## config.mk

```make
export PLATFORM = sky130hd
export DESIGN_NAME = w2r_sin
export DESIGN_NICKNAME = d
export VERILOG_FILES = /design/src/sv/w2r_pkg.sv /design/src/sv/w2r_sin.sv
export SDC_FILE = /design/constraint.sdc
export NUM_CORES = 2
export LEC_CHECK = 0
export BUFFER_PORTS_ARGS = -buffer_cell sky130_fd_sc_hd__buf_2
export CAP_MARGIN = 20
export CORE_MARGIN = 1.5
export CORE_UTILIZATION = 45
export CTS_CLUSTER_DIAMETER = 50
export DETAILED_ROUTE_END_ITERATION = 10
export PLACE_DENSITY = 0.71
export SYNTH_ARGS = -nofsm -noshare
export SYNTH_HDL_FRONTEND = slang
export SYNTH_SLANG_ARGS = --single-unit
```

## constraint.sdc

```tcl
create_clock -name clk -period 12.6 [get_ports clk]
set_input_delay 1.89 -clock clk [delete_from_list [all_inputs] [get_ports clk]]
set_output_delay 1.89 -clock clk [all_outputs]
set_load 0.005 [all_outputs]
```

## src/sv/w2r_pkg.sv

```systemverilog
package w2r_pkg;

  // World coordinate width (Q24.8 at the default of 32 bits).
  localparam int COORD_WIDTH = 32;

  // Position difference, saturated to +-(2^44 - 1).
  localparam int DIFF_WIDTH = (COORD_WIDTH + 1 < 45) ? COORD_WIDTH + 1 : 45;
  localparam int SAT_WIDTH  = (COORD_WIDTH + 1 > 46) ? COORD_WIDTH + 1 : 46;
  localparam longint DIFF_SAT_MAX = (64'sd1 <<< 44) - 64'sd1;

  // Sine and cosine: Q16, quarter wave over a 14-bit angle fraction.
  localparam int ANGLE_WIDTH = 16;
  localparam int ANG_FRAC    = 14;
  localparam int ARG_WIDTH   = ANG_FRAC + 1;
  localparam int QUARTER     = 1 << ANG_FRAC;
  localparam int TRIG_WIDTH  = 18;
  localparam int SIN_ONE     = 65536;
  localparam int SIN_A       = 102944;
  localparam int SIN_B       = 42048;
  localparam int SIN_C       = 4640;

  // Rotated offset, Q24 world units.
  localparam int PROD_WIDTH  = DIFF_WIDTH + TRIG_WIDTH;
  localparam int SUM_WIDTH   = PROD_WIDTH + 1;
  localparam int POS_FRAC    = 24;
  localparam int SHIFT_WIDTH = SUM_WIDTH - POS_FRAC;

  // Screen placement.
  localparam int CFG_WIDTH     = 12;
  localparam int PIX_WIDTH     = 13;
  localparam int CENTER_WIDTH  = CFG_WIDTH + 2;
  localparam int DOT_SIZE      = 18;
  localparam int SCALE_DIV     = 150;
  localparam int CENTER_MUL    = SCALE_DIV / 2;
  localparam int DIV_IN_WIDTH  = 21;
  localparam int DIV_LIMIT     = SCALE_DIV << PIX_WIDTH;
  localparam int MID_WIDTH     = ((SHIFT_WIDTH > DIV_IN_WIDTH) ? SHIFT_WIDTH : DIV_IN_WIDTH) + 2;
  localparam int RECIP_SHIFT   = 29;
  localparam int RECIP_WIDTH   = 22;
  localparam longint RECIP     = ((64'd1 << RECIP_SHIFT) + SCALE_DIV - 1) / SCALE_DIV;

  typedef enum logic [1:0] {
    REG_LEFT   = 2'd0,
    REG_TOP    = 2'd1,
    REG_WIDTH  = 2'd2,
    REG_HEIGHT = 2'd3
  } cfg_reg_t;

  typedef struct packed {
    logic signed [COORD_WIDTH-1:0] target_x;
    logic signed [COORD_WIDTH-1:0] target_y;
    logic signed [COORD_WIDTH-1:0] viewer_x;
    logic signed [COORD_WIDTH-1:0] viewer_y;
    logic [ANGLE_WIDTH-1:0]        view_yaw;
  } in_item_t;

  typedef struct packed {
    logic [PIX_WIDTH-1:0] dot_x;
    logic [PIX_WIDTH-1:0] dot_y;
  } out_item_t;

endpackage

```

## src/sv/w2r_sin.sv

```systemverilog
module w2r_sin
  import w2r_pkg::*;
(
  input  logic                         clk,
  input  logic [3:0]                   en,
  input  logic [ARG_WIDTH-1:0]         angle,
  input  logic                         negate,
  output logic signed [TRIG_WIDTH-1:0] value
);

  logic [ARG_WIDTH-1:0] x2_a, x2_b;
  logic [ARG_WIDTH-1:0] r_a, r_b, r_c;
  logic                 neg_a, neg_b, neg_c;
  logic [12:0]          t1_b;
  logic [15:0]          t2_c;

  logic [2*ARG_WIDTH-1:0] sq_prod;
  logic [27:0]            t1_prod;
  logic [15:0]            t2_diff;
  logic [30:0]            t2_prod;
  logic [16:0]            t3_diff;
  logic [31:0]            t3_prod;
  logic [17:0]            t3;
  logic [16:0]            mag;

  always_comb begin
    sq_prod = angle * angle;
    t1_prod = 28'(x2_a) * 28'(SIN_C);
    t2_diff = 16'(SIN_B) - 16'(t1_b);
    t2_prod = 31'(t2_diff) * 31'(x2_b);
    t3_diff = 17'(SIN_A) - 17'(t2_c);
    t3_prod = 32'(t3_diff) * 32'(r_c);
    t3      = t3_prod[31:ANG_FRAC];
    // cap at 1.0
    mag     = (t3 > 18'(SIN_ONE)) ? 17'(SIN_ONE) : t3[16:0];
  end

  always_ff @(posedge clk) begin
    if (en[0]) begin
      x2_a  <= sq_prod[ANG_FRAC+ARG_WIDTH-1:ANG_FRAC];
      r_a   <= angle;
      neg_a <= negate;
    end
    if (en[1]) begin
      t1_b  <= t1_prod[ANG_FRAC+12:ANG_FRAC];
      x2_b  <= x2_a;
      r_b   <= r_a;
      neg_b <= neg_a;
    end
    if (en[2]) begin
      t2_c  <= t2_prod[ANG_FRAC+15:ANG_FRAC];
      r_c   <= r_b;
      neg_c <= neg_b;
    end
    if (en[3]) begin
      value <= neg_c ? -$signed(TRIG_WIDTH'(mag)) : $signed(TRIG_WIDTH'(mag));
    end
  end

endmodule

```

==> metrics.txt <==
# TYPE chip_impl_metric gauge
chip_impl_info{name="run_status",value="complete, no violations"} 1
chip_impl_metric{name="grt_max_degree",unit=""} 45
chip_impl_metric{name="dpl.cell_count",unit=""} 3391
chip_impl_metric{name="nFillCells",unit=""} 5205
chip_impl_metric{name="dpl_cell_area",unit="mm^2"} 0.0273
chip_impl_metric{name="final_worst_path_period_share",unit="%"} 84.7
chip_impl_metric{name="clk_latency",unit="ns"} 0.44
chip_impl_info{name="dominantRegCellSynth",value="sky130_fd_sc_hd__edfxtp_1"} 1
chip_impl_metric{name="footprint_of_the_flip_flops_and_latches",unit="mm^2"} 0.00375
chip_impl_metric{name="layout.cell_area.non_filler",unit="mm^2"} 0.0279
chip_impl_metric{name="postSynthRegisterBits",unit=""} 125
chip_impl_metric{name="critPathRequiredTime",unit="ns"} 12.80
chip_impl_metric{name="synth.cell_area",unit="mm^2"} 0.0263
chip_impl_metric{name="r2r.worst_path.cells",unit=""} 35
chip_impl_info{name="rsz0062_at_grt",value="no"} 1
chip_impl_metric{name="pre_cts_slack",unit="ns"} 1.62
chip_impl_info{name="cpLargestDelayFamily",value="adder cells"} 1
chip_impl_info{name="ys_top_cells_by_area",value="sky130_fd_sc_hd__fa_1 38%, sky130_fd_sc_hd__ha_1 15%, sky130_fd_sc_hd__edfxtp_1 14%"} 1
chip_impl_metric{name="syn_inst",unit=""} 2643
chip_impl_info{name="cts_tree",value="built"} 1
chip_impl_metric{name="detail_route.first_pass.iterations",unit=""} 5
chip_impl_metric{name="slew_headroom",unit="%"} 33.2
chip_impl_metric{name="multi_input_area",unit="mm^2"} 0.0202
chip_impl_metric{name="post-route-drc-count",unit=""} 0
chip_impl_metric{name="cts-htree-levels",unit=""} 4
chip_impl_metric{name="final-instance-count-excl-fill",unit=""} 3424
chip_impl_metric{name="final_layout_size_suffix_gt1_share",unit="%"} 4.66
chip_impl_metric{name="layout-area-overhead-vs-synth",unit="%"} 6.32
chip_impl_metric{name="fin_ws",unit="ns"} 1.92
chip_impl_metric{name="grt_remaining_overflow",unit=""} 0
chip_impl_info{name="synth.cells.most_frequent",value="545 x sky130_fd_sc_hd__inv_1, 500 x sky130_fd_sc_hd__fa_1, 325 x sky130_fd_sc_hd__ha_1, 312 x sky130_fd_sc_hd__nand2_1, 306 x sky130_fd_sc_hd__and2_1"} 1
chip_impl_metric{name="final-setup-viol-count",unit=""} 0
chip_impl_metric{name="cts.clk_slew.worst_paths",unit="ns"} 0.07
chip_impl_metric{name="timing.reg2reg.setup_slack",unit="ns"} 1.92
chip_impl_metric{name="cts_buffers",unit=""} 17
chip_impl_metric{name="grt_pass1_wl",unit="um"} 95000
chip_impl_info{name="worst_setup_path_end_kind",value="flop"} 1
chip_impl_metric{name="route.detailed.wl_per_inst",unit="um"} 16.1
chip_impl_metric{name="first_global_vias",unit=""} 19731
chip_impl_metric{name="fmax",unit="GHz"} 0.0936
chip_impl_metric{name="cts.path.max_buffers",unit=""} 2
chip_impl_metric{name="maximum_clock_skew_at_final_layout",unit="ns"} 0.00956
chip_impl_metric{name="cp.buffers_inverters",unit=""} 4
chip_impl_metric{name="max_cap_violations",unit=""} 0
chip_impl_metric{name="synthesis_warnings",unit=""} 0
chip_impl_metric{name="synth_top_area_share",unit="%"} 38.1
chip_impl_metric{name="final-max-slew-violation-count",unit=""} 0
chip_impl_metric{name="number_of_enable_type_register_cells_in_the_synthesized_netlist",unit=""} 125
chip_impl_metric{name="arrival",unit="ns"} 10.88
chip_impl_metric{name="number_of_antenna_violations_at_the_first_check_in_global_routing",unit=""} 2
chip_impl_metric{name="route.antenna.remaining_nets",unit=""} 0
chip_impl_metric{name="diodes",unit=""} 0
chip_impl_info{name="setup.worst_path.start_class",value="flop"} 1
chip_impl_metric{name="postSynthNetCount",unit=""} 3489
chip_impl_info{name="min-delay-start",value="r_b[8]"} 1
chip_impl_metric{name="fin_crit",unit="ns"} 10.68
chip_impl_info{name="min_path_type",value="flop to flop"} 1
chip_impl_metric{name="avgViaCountPerCell",unit=""} 5.24
chip_impl_info{name="timing_worst_setup_path_type",value="flop to flop"} 1
chip_impl_info{name="r2r_start",value="t2_c[0]"} 1
chip_impl_metric{name="post_synth.cell_area_avg",unit="um^2"} 9.94
chip_impl_metric{name="worst_path_largest_cell_delay",unit="ns"} 0.62
chip_impl_metric{name="detailroute.via_count",unit=""} 17931
chip_impl_metric{name="gp_congestion",unit=""} 0.867
chip_impl_info{name="slowest_cp_cell",value="sky130_fd_sc_hd__edfxtp_1"} 1
chip_impl_metric{name="timing_worst_slew_pin_value",unit="ns"} 0.998
chip_impl_metric{name="initial_core_util",unit="%"} 45.5
chip_impl_metric{name="async_reset_ff_share",unit="%"} 0
chip_impl_metric{name="min_path_cells",unit=""} 0
chip_impl_metric{name="dpl.hpwl",unit="um"} 44300
chip_impl_metric{name="tritoncts_num_sinks",unit=""} 125
chip_impl_metric{name="drt_first_iter_violations",unit=""} 977
chip_impl_metric{name="groute.usage.overall",unit="%"} 19.6
chip_impl_metric{name="routed_wl",unit="um"} 55300
chip_impl_metric{name="cts.repair_timing.setup_buffer_count",unit=""} 0
chip_impl_metric{name="die_width",unit="um"} 245
chip_impl_metric{name="io_pins",unit=""} 39
chip_impl_info{name="synth.most_common_cell",value="sky130_fd_sc_hd__inv_1"} 1
chip_impl_info{name="crit-reg2reg-capture",value="value[14]"} 1
chip_impl_info{name="critPathMostFrequentCell",value="sky130_fd_sc_hd__fa_1"} 1
chip_impl_info{name="setup.worst_path.start",value="t2_c[0]"} 1
chip_impl_metric{name="core.rowCount",unit=""} 88
chip_impl_metric{name="cts_repair_resize_count",unit=""} 0
chip_impl_metric{name="die-area",unit="mm^2"} 0.0598
chip_impl_info{name="ctsRootBufferMaster",value="sky130_fd_sc_hd__clkbuf_16"} 1
chip_impl_metric{name="fp.coreArea",unit="mm^2"} 0.0577
chip_impl_metric{name="report.final.hold_viol_count",unit=""} 0
chip_impl_metric{name="chipHeight",unit="um"} 245
chip_impl_metric{name="count_of_buffers_from_port_buffering",unit=""} 38
chip_impl_metric{name="synthDistinctLibCells",unit=""} 65
chip_impl_info{name="worstHoldEndpoint",value="r_c[8]"} 1
chip_impl_metric{name="post_cts_hold_buffer_count",unit=""} 0
chip_impl_metric{name="fin_setup_tns",unit="ns"} 0
chip_impl_metric{name="final_nets",unit=""} 3492
chip_impl_metric{name="synth.yosys.seq_area_share",unit="%"} 14.3
chip_impl_info{name="synth_largest_area_cell",value="sky130_fd_sc_hd__fa_1"} 1
chip_impl_metric{name="maximum_fanout_count_along_the_critical_path",unit=""} 16
## layout by cell type, fill, tap and decap left out, types with 7 or more instances in the layout
cell type	Yosys	final
sky130_fd_sc_hd__clkbuf_16	0	17
sky130_fd_sc_hd__nand4_1	9	9
sky130_fd_sc_hd__nand3_1	14	14
sky130_fd_sc_hd__xnor2_1	61	60
sky130_fd_sc_hd__inv_1	545	545
sky130_fd_sc_hd__nor3_1	24	24
sky130_fd_sc_hd__and3_1	8	8
sky130_fd_sc_hd__nor2b_1	10	10
sky130_fd_sc_hd__buf_4	0	28
sky130_fd_sc_hd__nand2_1	312	312
sky130_fd_sc_hd__fa_1	500	500
sky130_fd_sc_hd__ha_1	325	325
sky130_fd_sc_hd__a21oi_1	45	45
sky130_fd_sc_hd__a21o_1	22	22
sky130_fd_sc_hd__edfxtp_1	125	125
sky130_fd_sc_hd__o31ai_1	8	8
sky130_fd_sc_hd__and2_1	306	306
sky130_fd_sc_hd__nor2_1	75	75
sky130_fd_sc_hd__o21ai_0	33	33
sky130_fd_sc_hd__o21a_1	7	7
sky130_fd_sc_hd__buf_2	0	38
sky130_fd_sc_hd__xor2_1	34	34
## per-stage QoR
step	hold slack (ns)	utilization, %
global route	0.421	48.4
CTS	0.410	48.4
finish	0.406	48.4
global placement	0.400	47.3
detailed placement	0.405	47.3
floorplan	0.400	-
## metal layers
metal	vias to the layer above	part of all wire, %	wire length [um]	track usage [%]
li1	8159	-	-	-
met1	9226	42	23400	25.3
met2	431	51	28000	34.0
met3	111	4.3	2360	2.43
met4	4	2.6	1450	6.55
met5	-	0.043	24	0
## logic make-up after synthesis
| group | synth area share [%] |
|---|---|
| adder cells (fa/ha/maj) | 53.6 |
| multiplexers | 0.248 |
| buffers and inverters | 8.96 |
| XOR/XNOR | 3.17 |
| AO/OA/AOI/OAI | 4.77 |
| AND/OR/NAND/NOR | 15.0 |
| flip-flops | 14.3 |
## registers in the layout, summed over array words and instances, names as in the netlist, 13 cells and up
signal  cells
x2_b       15
value      18
r_a        15
t1_b       13
r_b        15
x2_a       15
r_c        15
t2_c       16
## final cells by class
type,instances,area share [%]
clock buffer,18,1.54
clock inverter,14,0.623
inverter,545,7.33
multi-input combinational,1891,72.2
sequential,125,13.4
tap,765,3.43
timing repair buffer,66,1.43
## how the worst max path moves through the flow
stage           endpoint  cells after the start
2_1_floorplan  value[14]                     40
3_3_place_gp   value[14]                     35
3_5_place_dp   value[14]                     35
4_1_cts        value[14]                     35
5_1_grt        value[14]                     35
6_report       value[14]                     35
## worst register-to-register path: cells and delay by family (launching register included)
family / cells / cell delay [ns]
mux: 2 / 0.81
buf+inv: 4 / 0.25
fa+ha+maj: 8 / 3.48
compound gates: 9 / 2.12
flops: 1 / 0.62
simple gates: 11 / 2.55
xor+xnor: 1 / 0.58
Power is left out: the tool's default activity adds up to more than one toggle a clock period on the data nets, which glitch-free logic cannot reach.
