[src/sv/w2r_pkg.sv]
package w2r_pkg;

  // World coordinate width (Q24.8 at the default of 32 bits).
  localparam int COORD_WIDTH = 32;

  // Position difference, saturated to +-(2^44 - 1).
  localparam int DIFF_WIDTH = (COORD_WIDTH + 1 < 45) ? COORD_WIDTH + 1 : 45;
  localparam int SAT_WIDTH  = (COORD_WIDTH + 1 > 46) ? COORD_WIDTH + 1 : 46;
  localparam longint DIFF_SAT_MAX = (64'sd1 <<< 44) - 64'sd1;

  // Sine and cosine: Q16, quarter wave over a 14-bit angle fraction.
  localparam int ANGLE_WIDTH = 16;
  localparam int ANG_FRAC    = 14;
  localparam int ARG_WIDTH   = ANG_FRAC + 1;
  localparam int QUARTER     = 1 << ANG_FRAC;
  localparam int TRIG_WIDTH  = 18;
  localparam int SIN_ONE     = 65536;
  localparam int SIN_A       = 102944;
  localparam int SIN_B       = 42048;
  localparam int SIN_C       = 4640;

  // Rotated offset, Q24 world units.
  localparam int PROD_WIDTH  = DIFF_WIDTH + TRIG_WIDTH;
  localparam int SUM_WIDTH   = PROD_WIDTH + 1;
  localparam int POS_FRAC    = 24;
  localparam int SHIFT_WIDTH = SUM_WIDTH - POS_FRAC;

  // Screen placement.
  localparam int CFG_WIDTH     = 12;
  localparam int PIX_WIDTH     = 13;
  localparam int CENTER_WIDTH  = CFG_WIDTH + 2;
  localparam int DOT_SIZE      = 18;
  localparam int SCALE_DIV     = 150;
  localparam int CENTER_MUL    = SCALE_DIV / 2;
  localparam int DIV_IN_WIDTH  = 21;
  localparam int DIV_LIMIT     = SCALE_DIV << PIX_WIDTH;
  localparam int MID_WIDTH     = ((SHIFT_WIDTH > DIV_IN_WIDTH) ? SHIFT_WIDTH : DIV_IN_WIDTH) + 2;
  localparam int RECIP_SHIFT   = 29;
  localparam int RECIP_WIDTH   = 22;
  localparam longint RECIP     = ((64'd1 << RECIP_SHIFT) + SCALE_DIV - 1) / SCALE_DIV;

  typedef enum logic [1:0] {
    REG_LEFT   = 2'd0,
    REG_TOP    = 2'd1,
    REG_WIDTH  = 2'd2,
    REG_HEIGHT = 2'd3
  } cfg_reg_t;

  typedef struct packed {
    logic signed [COORD_WIDTH-1:0] target_x;
    logic signed [COORD_WIDTH-1:0] target_y;
    logic signed [COORD_WIDTH-1:0] viewer_x;
    logic signed [COORD_WIDTH-1:0] viewer_y;
    logic [ANGLE_WIDTH-1:0]        view_yaw;
  } in_item_t;

  typedef struct packed {
    logic [PIX_WIDTH-1:0] dot_x;
    logic [PIX_WIDTH-1:0] dot_y;
  } out_item_t;

endpackage

[src/sv/w2r_place.sv]
module w2r_place
  import w2r_pkg::*;
(
  input  logic                        clk,
  input  logic [2:0]                  en,
  input  logic signed [SUM_WIDTH-1:0] pos,
  input  logic [CFG_WIDTH-1:0]        origin,
  input  logic [CFG_WIDTH-1:0]        size,
  output logic [PIX_WIDTH-1:0]        dot
);

  logic signed [SHIFT_WIDTH-1:0]  shifted;
  logic [CENTER_WIDTH-1:0]        center;
  logic [DIV_IN_WIDTH-1:0]        offset;
  logic signed [MID_WIDTH-1:0]    mid;
  logic [CENTER_WIDTH-1:0]        edge_sum;
  logic [PIX_WIDTH-1:0]           hi;
  logic [DIV_IN_WIDTH+RECIP_WIDTH-1:0] quot_prod;
  logic [PIX_WIDTH-1:0]           lo;
  logic [PIX_WIDTH-1:0]           low_pick;

  logic [DIV_IN_WIDTH-1:0] num_a;
  logic                    neg_a, big_a, neg_b, big_b;
  logic [PIX_WIDTH-1:0]    quot_b, hi_b;

  always_comb begin
    shifted   = pos[SUM_WIDTH-1:POS_FRAC];
    center    = CENTER_WIDTH'({origin, 1'b0}) + CENTER_WIDTH'(size) + CENTER_WIDTH'(1);
    offset    = DIV_IN_WIDTH'(center) * DIV_IN_WIDTH'(CENTER_MUL);
    mid       = MID_WIDTH'(shifted) + MID_WIDTH'(offset);
    quot_prod = (DIV_IN_WIDTH+RECIP_WIDTH)'(num_a) * (DIV_IN_WIDTH+RECIP_WIDTH)'(RECIP);
    edge_sum  = CENTER_WIDTH'(origin) + CENTER_WIDTH'(size);
    // upper bound never drops below zero
    hi        = (edge_sum < CENTER_WIDTH'(DOT_SIZE)) ? '0
                                                     : PIX_WIDTH'(edge_sum - CENTER_WIDTH'(DOT_SIZE));
    lo        = PIX_WIDTH'(origin);
    low_pick  = (lo > hi_b) ? hi_b : lo;
  end

  always_ff @(posedge clk) begin
    if (en[0]) begin
      // divide only the range that can survive the clamp
      num_a <= mid[DIV_IN_WIDTH-1:0];
      neg_a <= mid[MID_WIDTH-1];
      big_a <= !mid[MID_WIDTH-1] && (mid >= MID_WIDTH'(DIV_LIMIT));
    end
    if (en[1]) begin
      quot_b <= quot_prod[RECIP_SHIFT+PIX_WIDTH-1:RECIP_SHIFT];
      neg_b  <= neg_a;
      big_b  <= big_a;
      hi_b   <= hi;
    end
    if (en[2]) begin
      if (big_b) begin
        dot <= hi_b;
      end else if (neg_b || quot_b < lo) begin
        dot <= low_pick;
      end else if (quot_b > hi_b) begin
        dot <= hi_b;
      end else begin
        dot <= quot_b;
      end
    end
  end

endmodule

[config.mk]
export PLATFORM = sky130hd
export DESIGN_NAME = w2r_place
export DESIGN_NICKNAME = d
export VERILOG_FILES = /design/src/sv/w2r_pkg.sv /design/src/sv/w2r_place.sv
export SDC_FILE = /design/constraint.sdc
export NUM_CORES = 1
export LEC_CHECK = 0
export ABC_CLOCK_PERIOD_IN_PS = 7900
export BUFFER_PORTS_ARGS = -buffer_cell sky130_fd_sc_hd__buf_2
export CORE_MARGIN = 2
export CORE_UTILIZATION = 45
export DETAILED_ROUTE_END_ITERATION = 6
export SYNTH_ARGS = -nofsm -noshare
export SYNTH_HDL_FRONTEND = slang
export SYNTH_SLANG_ARGS = --single-unit
[constraint.sdc]
create_clock -name clk -period 7.9 [get_ports clk]
set_clock_uncertainty 0.2 [all_clocks]
set_input_delay 0 -clock clk [delete_from_list [all_inputs] [get_ports clk]]
set_output_delay 0 -clock clk [all_outputs]
set_load 0.005 [all_outputs]
==> summary.txt, run 1 <==
DP Wirelength: 25,700 µm
Async S/R FF share, synth: 0%
Synth top cells by count: 304 x inv_1, 296 x ha_1, 154 x fa_1
Final setup viols: 0
Critical Path Start Type: input port
net count after synthesis: 1,895
Hold Fails Final Rpt: 0
first-pass GRT wire length: 49,700 µm
Arr. time, crit path: 7.51 ns
first-iteration detailed-routing DRC count: 391
Initial Util: 46.0%
nets@finish: 2,050
post-synthesis cell area: 13,300 µm²
hold crit path type: in2reg
GP Congestion: 0.861
slew margin rel.: 53.4%
htree depth: 3
R2R depth: 18
Die X-Extent: 176 µm
Port Buffers: 68
area delta synth->final: 14.1%
CTS tree: yes
Root Driver: clkbuf_16
Syn. warnings: 0
CP max FO: 3
Main synth FF type: edfxtp_1
Routed WL: 29,800 µm
share of layout cells above drive strength 1: 11.7%
clk_lat worst skew: 0.34 ns
max-cap viol count: 0
1st-pass router iterations: 5
die height: 176 µm
die area: 31,000 µm²
antenna fix cells: 0
Crit. End Element: register
syn avg cell area: 9.76 µm²
Final Cycle Share: 96.4%
Via density: 5.21
largest net degree at the start of global routing: 29
Finished Layout Cells: 1,909
Antenna Violating Nets Remaining: 0
Distinct cells, synth: 66
sequential area share after synthesis: 14.4%
Inst Count DP: 1,872
Hold Crit Depth: 3
number of global-route vias before repair: 9,999
status: finished, final reports clean
initial antenna violation count: 2
IO Count: 93
count leader, synth: inv_1
core area: 28,900 µm²
Vias: 9,941
clock buffer count from CTS: 9
CTS sink cnt: 64
remaining global-route overflow: 0
Worst Tran Pin Value: 0.699 ns
Mapped Cells: 1,365
GR Util All Layers: 20.1%
crit path max-delay cell type: fa_1
min Tclk post-route: 7.61 ns
Clock Path Buffers: 2
Crit Path Class: in2reg
DRC Markers: 0
synth top area cells: ha_1 28%, fa_1 23%, edfxtp_1 14%, inv_1 8.6%, xnor2_1 3.6%
Synth area leader: ha_1
Fmax: 0.131 GHz
top-area cell type share of the netlist area: 27.8%
EDFF count, synth: 64
CTS clk-pin slew, worst paths: 0.06 ns
drt wl/cell: 15.6 µm
Seq cells post-synth: 64
slowest stage delay, CP: 0.54 ns
# rows: 62
max-slew violation count: 0
cell repeated most along the worst path: ha_1
fill count: 2,695
CP required: 7.80 ns
==> through the flow <==
step           util [%]  TNS, ns  worst slack [ns]  hold slack (ns)  area [µm²]
6_report           52.5        0             0.288           0.0127       15200
2_1_floorplan         -        0             0.213          -0.0875       13300
4_1_cts            52.1        0            0.0397         0.000513       15100
5_1_grt            52.5  -0.0651           -0.0651           0.0252       15200
3_3_place_gp       50.4   -0.158            -0.158            0.142       14600
3_5_place_dp       50.4   -0.226            -0.226            0.149       14600
==> final timing paths <==
check | from | endpoint | slack, ns
setup / recovery | origin[0] | big_a | 0.29
hold / removal | pos[34] | num_a[10] | 0.01
setup reg to reg | num_a[14] | quot_b[6] | 1.09
hold reg to reg | neg_a | neg_b | 0.23
==> layout make-up <==
class                           count  area, µm²  share of cell area, %
Clock buffer                        9        225                   1.48
Clock inverter                      7       93.8                  0.618
Inverter                          304       1140                   7.51
Multi-Input combinational cell    989      10300                   67.9
Sequential cell                    64       1920                   12.6
Tap cell                          384        480                   3.16
Timing Repair Buffer              152       1010                   6.67
==> critical path: cells and delay by family <==
family                     cells  cell delay, ns
AOI/OAI and AO/OA             17            2.94
adders and majority gates      7            2.47
and+or+nand+nor                5            1.26
buffers and inverters          5            0.51
xor gates and xnor gates       2            0.31
==> sequential cells by signal (all words and copies together) (netlist names) <==
register	count
big_a	1
big_b	1
dot	13
hi_b	13
neg_a	1
neg_b	1
num_a	21
quot_b	13
==> placed cells by master, fill, tap and decap left out, drive strengths merged, types with 5 or more instances in the layout <==
cell / netlist / routed
a21o: 36 / 36
nand3: 14 / 14
and2: 8 / 8
xor2: 22 / 22
buf: 0 / 135
fa: 154 / 154
a221oi: 13 / 13
a31o: 6 / 6
dlygate4sd3: 0 / 17
and3: 10 / 10
or3: 8 / 8
nand2: 34 / 34
o21a: 12 / 12
nand4: 15 / 15
inv: 304 / 305
a31oi: 5 / 5
a211oi: 10 / 10
o21ai: 35 / 35
nor2b: 9 / 9
o21bai: 8 / 8
nor3: 19 / 19
clkbuf: 8 / 9
nand2b: 5 / 5
xnor2: 55 / 55
ha: 296 / 296
edfxtp: 64 / 64
o211ai: 6 / 6
nor2: 79 / 79
a21oi: 63 / 63
==> cell families after synthesis <==
logic type | share of synthesized area (%)
muxes | 0.235
DFF | 14.4
xor gates and xnor gates | 5.06
AOI/OAI and AO/OA | 12.4
and+or+nand+nor | 8.14
buffers and inverters | 8.79
adders and majority gates | 51.0
==> per-layer routing <==
metal / GRT usage (%) / routed length [µm]
met1: 28.3 / 14500
met2: 34.0 / 14200
met3: 2.35 / 825
met4: 3.24 / 286
met5: 0 / 26
==> repair_timing <==
item,CTS,global route
resized for setup,0,22
endpoints found under the hold margin,41,0
setup endpoints to repair,0,3
hold buffers,17,0
buffers inserted,0,4
Power of run 1 is left out: the tool's default activity adds up to more than one toggle a clock period on the data nets, which glitch-free logic cannot reach.
==> run 2, diff against run 1 <==
--- a/config.mk
+++ b/config.mk
@@ -9,6 +9,7 @@
 export BUFFER_PORTS_ARGS = -buffer_cell sky130_fd_sc_hd__buf_2
 export CORE_MARGIN = 2
 export CORE_UTILIZATION = 45
+export CTS_BUF_LIST = sky130_fd_sc_hd__clkbuf_2 sky130_fd_sc_hd__clkbuf_4 sky130_fd_sc_hd__clkbuf_8
 export DETAILED_ROUTE_END_ITERATION = 6
 export SYNTH_ARGS = -nofsm -noshare
 export SYNTH_HDL_FRONTEND = slang
==> run 2 against run 1 <==
Against the previous run:
- worst hold slack better by 0.00079 ns
- final cell count up 0.26%
- core utilization down 0.20 points
- sequential share of layout area about the same
- critical path type unchanged
==> summary.txt, run 2 (synthesized netlist as in run 1, its figures left out) <==
status: finished, final reports clean
R2R depth: 18
CTS tree: yes
Root Driver: clkbuf_8
Fmax: 0.132 GHz
Hold Fails Final Rpt: 0
drt wl/cell: 15.5 µm
htree depth: 3
Crit Path Class: in2reg
Final Cycle Share: 96.0%
core area: 28,900 µm²
R2R setup slack: 1.08 ns
first-pass GRT wire length: 49,700 µm
area delta synth->final: 13.7%
Via density: 5.17
most frequent cells in the layout: 304 x inv_1, 295 x ha_1, 154 x fa_1
hold crit path type: in2reg
# rows: 62
CP max FO: 4
largest net degree at the start of global routing: 29
post-layout util: 52.3%
Final setup viols: 0
share of layout cells above drive strength 1: 11.6%
reg2reg start: num_a[14]
clock buffer count from CTS: 9
fill count: 2,697
Port Buffers: 68
Worst Tran Pin Value: 0.709 ns
Die X-Extent: 176 µm
CTS sink cnt: 64
die height: 176 µm
DP Wirelength: 25,700 µm
min Tclk post-route: 7.59 ns
CP required: 7.82 ns
max FFs per register: 21
Initial Util: 46.0%
initial antenna violation count: 2
GP Congestion: 0.861
commonest non-fill, non-tap cell in the layout: inv_1
die area: 31,000 µm²
max-cap viol count: 0
cell repeated most along the worst path: ha_1
HP Start: pos[26]
number of global-route vias before repair: 10.0k
Vias: 9,903
clk_lat worst skew: 0.36 ns
antenna fix cells: 0
Critical R2R Capture: quot_b[7]
CTS clk-pin slew, worst paths: 0.08 ns
slew margin rel.: 52.5%
max-slew violation count: 0
Crit. End Element: register
DRC Markers: 0
remaining global-route overflow: 0
Critical Path Start Type: input port
Routed WL: 29,700 µm
Antenna Violating Nets Remaining: 0
Arr. time, crit path: 7.51 ns
first-iteration detailed-routing DRC count: 406
nets@finish: 2,055
IO Count: 93
crit path max-delay cell type: dlygate4sd3_1
GR Util All Layers: 20.0%
Hold EP: num_a[2]
slowest stage delay, CP: 0.53 ns
Hold Crit Depth: 3
1st-pass router iterations: 5
Clock Path Buffers: 2
Largest Register: num_a
-- run 2: changes by cell type in the layout (fill, tap and decap cells not counted), sizes merged --
| cell | delta |
|---|---|
| dlygate4sd3 | +5 |
-- run 2: metrics by stage --
step | setup slack (ns) | cell area [µm²] | TNS (ns) | hold WS [ns] | std cells
2_1_floorplan | 0.213 | 13300 | 0 | -0.0875 | 1365
3_3_place_gp | -0.158 | 14600 | -0.158 | 0.142 | 1872
3_5_place_dp | -0.226 | 14600 | -0.226 | 0.149 | 1872
4_1_cts | 0.0714 | 15000 | 0 | 0.00166 | 1910
5_1_grt | -0.0227 | 15100 | -0.0227 | 0.0227 | 1914
6_report | 0.315 | 15100 | 0 | 0.0135 | 1914
-- run 2: routing by layer --
metal  wire length [µm]  GRT usage, %  vias up
met5                 26             0        -
met3                913          2.30       16
met4                225          2.72        4
met2              14100          34.1      133
li1                   -             -     4966
met1              14400          28.2     4784
-- run 2: final cells by class --
class / count / area (µm²) / area share (%)
repair buffers: 157 / 1060 / 7.03
clock inverters: 7 / 93.8 / 0.620
well taps: 384 / 480 / 3.17
inverters: 304 / 1140 / 7.54
flip-flops and latches: 64 / 1920 / 12.7
clock buffers: 9 / 124 / 0.818
multi-input cells: 989 / 10300 / 68.1
-- run 2: how the worst max path moves through the flow --
stage                     startpoint     to  depth (start not counted)
after CTS                  origin[4]  big_a                         33
after floorplan            origin[0]  big_a                         34
after global routing       origin[5]  big_a                         32
after detailed placement   origin[0]  big_a                         36
final                      origin[5]  big_a                         32
after global placement     origin[0]  big_a                         36
-- run 2: what timing repair did --
item / CTS / global route
gates resized for setup: 0 / 20
hold buffers: 22 / 0
setup buffers: 0 / 4
endpoints found under the hold margin: 82 / 0
endpoints found under the setup margin: 0 / 2
-- run 2: worst max-delay path: cells and delay by family --
family          cells  cell delay, ns
compound gates     14            2.63
xor+xnor            2            0.32
fa+ha+maj           7            2.42
buf+inv             5            0.93
simple gates        4            1.19
Power of run 2 is left out for the same reason.
==> run 3, diff against run 2 <==
--- a/config.mk
+++ b/config.mk
@@ -11,6 +11,7 @@
 export CORE_UTILIZATION = 45
 export CTS_BUF_LIST = sky130_fd_sc_hd__clkbuf_2 sky130_fd_sc_hd__clkbuf_4 sky130_fd_sc_hd__clkbuf_8
 export DETAILED_ROUTE_END_ITERATION = 6
+export PLACE_DENSITY = 0.75
 export SYNTH_ARGS = -nofsm -noshare
 export SYNTH_HDL_FRONTEND = slang
 export SYNTH_SLANG_ARGS = --single-unit
==> run 3 against run 2 <==
Against the previous run:
- cell area is 1.1% lower
- worst hold slack better by 0.011 ns
- core utilization is 0.56 points lower
==> summary.txt, run 3 (synthesized netlist as in run 1, its figures left out) <==
Largest Register: num_a
Final setup viols: 0
die height: 176 µm
min Tclk post-route: 7.63 ns
Die X-Extent: 176 µm
drt wl/cell: 16.1 µm
Vias: 10.2k
CP required: 7.82 ns
Via density: 5.37
register area: 1920 µm²
Root Driver: clkbuf_8
most frequent cells in the layout: 304 x inv_1, 296 x ha_1, 154 x fa_1
Post-Place Cell Area: 14,400 µm²
slew margin rel.: 53.8%
Fmax: 0.131 GHz
antenna fix cells: 0
largest net degree at the start of global routing: 29
Clock Path Buffers: 2
Routed WL: 30,400 µm
first-iteration detailed-routing DRC count: 511
Antenna Violating Nets Remaining: 0
# rows: 62
slowest stage delay, CP: 0.54 ns
die area: 31,000 µm²
GP Congestion: 0.940
commonest non-fill, non-tap cell in the layout: inv_1
clock buffer count from CTS: 9
crit path max-delay cell type: fa_1
fill count: 2,547
Critical R2R Capture: quot_b[7]
IO Count: 93
CP max FO: 4
CTS clk-pin slew, worst paths: 0.08 ns
HP Start: pos[48]
R2R setup slack: 1.12 ns
core area: 28,900 µm²
hold crit path type: in2reg
max-slew violation count: 0
Port Buffers: 68
clk_lat worst skew: 0.36 ns
status: finished, final reports clean
htree depth: 3
Arr. time, crit path: 7.54 ns
GR Util All Layers: 20.2%
post-route cell area: 15,000 µm²
initial antenna violation count: 0
Crit path buffers/inverters: 4
multi-input logic area: 10,300 µm²
post-layout worst setup margin: 0.274 ns
nets@finish: 2,031
share of layout cells above drive strength 1: 10.7%
DP Wirelength: 25,500 µm
Critical Path Start Type: input port
CTS tree: yes
max FFs per register: 21
first-pass GRT wire length: 50,100 µm
Hold Fails Final Rpt: 0
Hold EP: big_a
area delta synth->final: 12.4%
reg2reg start: num_a[10]
DRC Markers: 0
remaining global-route overflow: 0
cell family with most CP delay: compound AO/OA/AOI/OAI gates
Worst Tran Pin Value: 0.689 ns
Initial Util: 46.0%
pre-CTS WS: -0.367 ns
Final Cycle Share: 96.5%
number of global-route vias before repair: 10.5k
1st-pass router iterations: 5
Hold Crit Depth: 4
max-cap viol count: 0
Crit. End Element: register
cell repeated most along the worst path: ha_1
CTS sink cnt: 64
R2R depth: 21
Crit Path Class: in2reg
-- run 3: changes by cell type in the layout (fill, tap and decap cells not counted), moves of 2 or more --
cell     delta
buf_4      -23
a21oi_1     -3
a21oi_2     +3
o21ai_1     -3
inv_6       +2
o21ai_2     +2
-- run 3: metrics by stage --
step           hold WS, ns  util, %  TNS [ns]  std cells
6_report            0.0243     51.8         0       1890
5_1_grt             0.0221     51.8    -0.104       1890
4_1_cts           0.000654     51.3         0       1885
3_5_place_dp         0.134     49.8    -0.367       1848
3_3_place_gp         0.126     49.8   -0.0687       1848
2_1_floorplan      -0.0875        -         0       1365
-- run 3: how the worst max path moves through the flow --
stage / start / end / slack (ns) / depth (start not counted)
6_report: origin[0] / big_a / 0.27 / 36
4_1_cts: origin[1] / big_a / 0.02 / 35
2_1_floorplan: origin[0] / big_a / 0.21 / 34
3_3_place_gp: origin[1] / big_a / -0.07 / 35
3_5_place_dp: origin[1] / big_a / -0.37 / 35
5_1_grt: origin[0] / big_a / -0.10 / 36
-- run 3: repair_timing --
item / in CTS / in global routing
hold buffers: 21 / 0
resized for setup: 0 / 25
hold endpoints to repair: 57 / 0
endpoints found under the setup margin: 0 / 1
buffers inserted: 0 / 5
-- run 3: cell type report --
type	count	area share [%]
multi-input cells	989	69.0
inverters	304	7.62
well taps	384	3.21
flip-flops and latches	64	12.8
clock buffers	9	0.827
clock inverters	7	0.677
repair buffers	133	5.88
-- run 3: layer usage --
layer	vias to the layer above	global-route usage (%)	wire length, µm
met1	4944	26.1	13400
li1	4921	-	-
met5	-	0	0
met2	229	35.5	15300
met4	0	7.20	953
met3	59	1.68	830
-- run 3: worst reg2reg max path, delay by kind of cell, from the launching register on --
kind / cells / cell delay (ns)
compound gates: 5 / 1.19
fa+ha+maj: 8 / 3.63
buf+inv: 4 / 0.22
flops: 1 / 0.71
simple gates: 4 / 0.57
Power of run 3 is left out for the same reason.
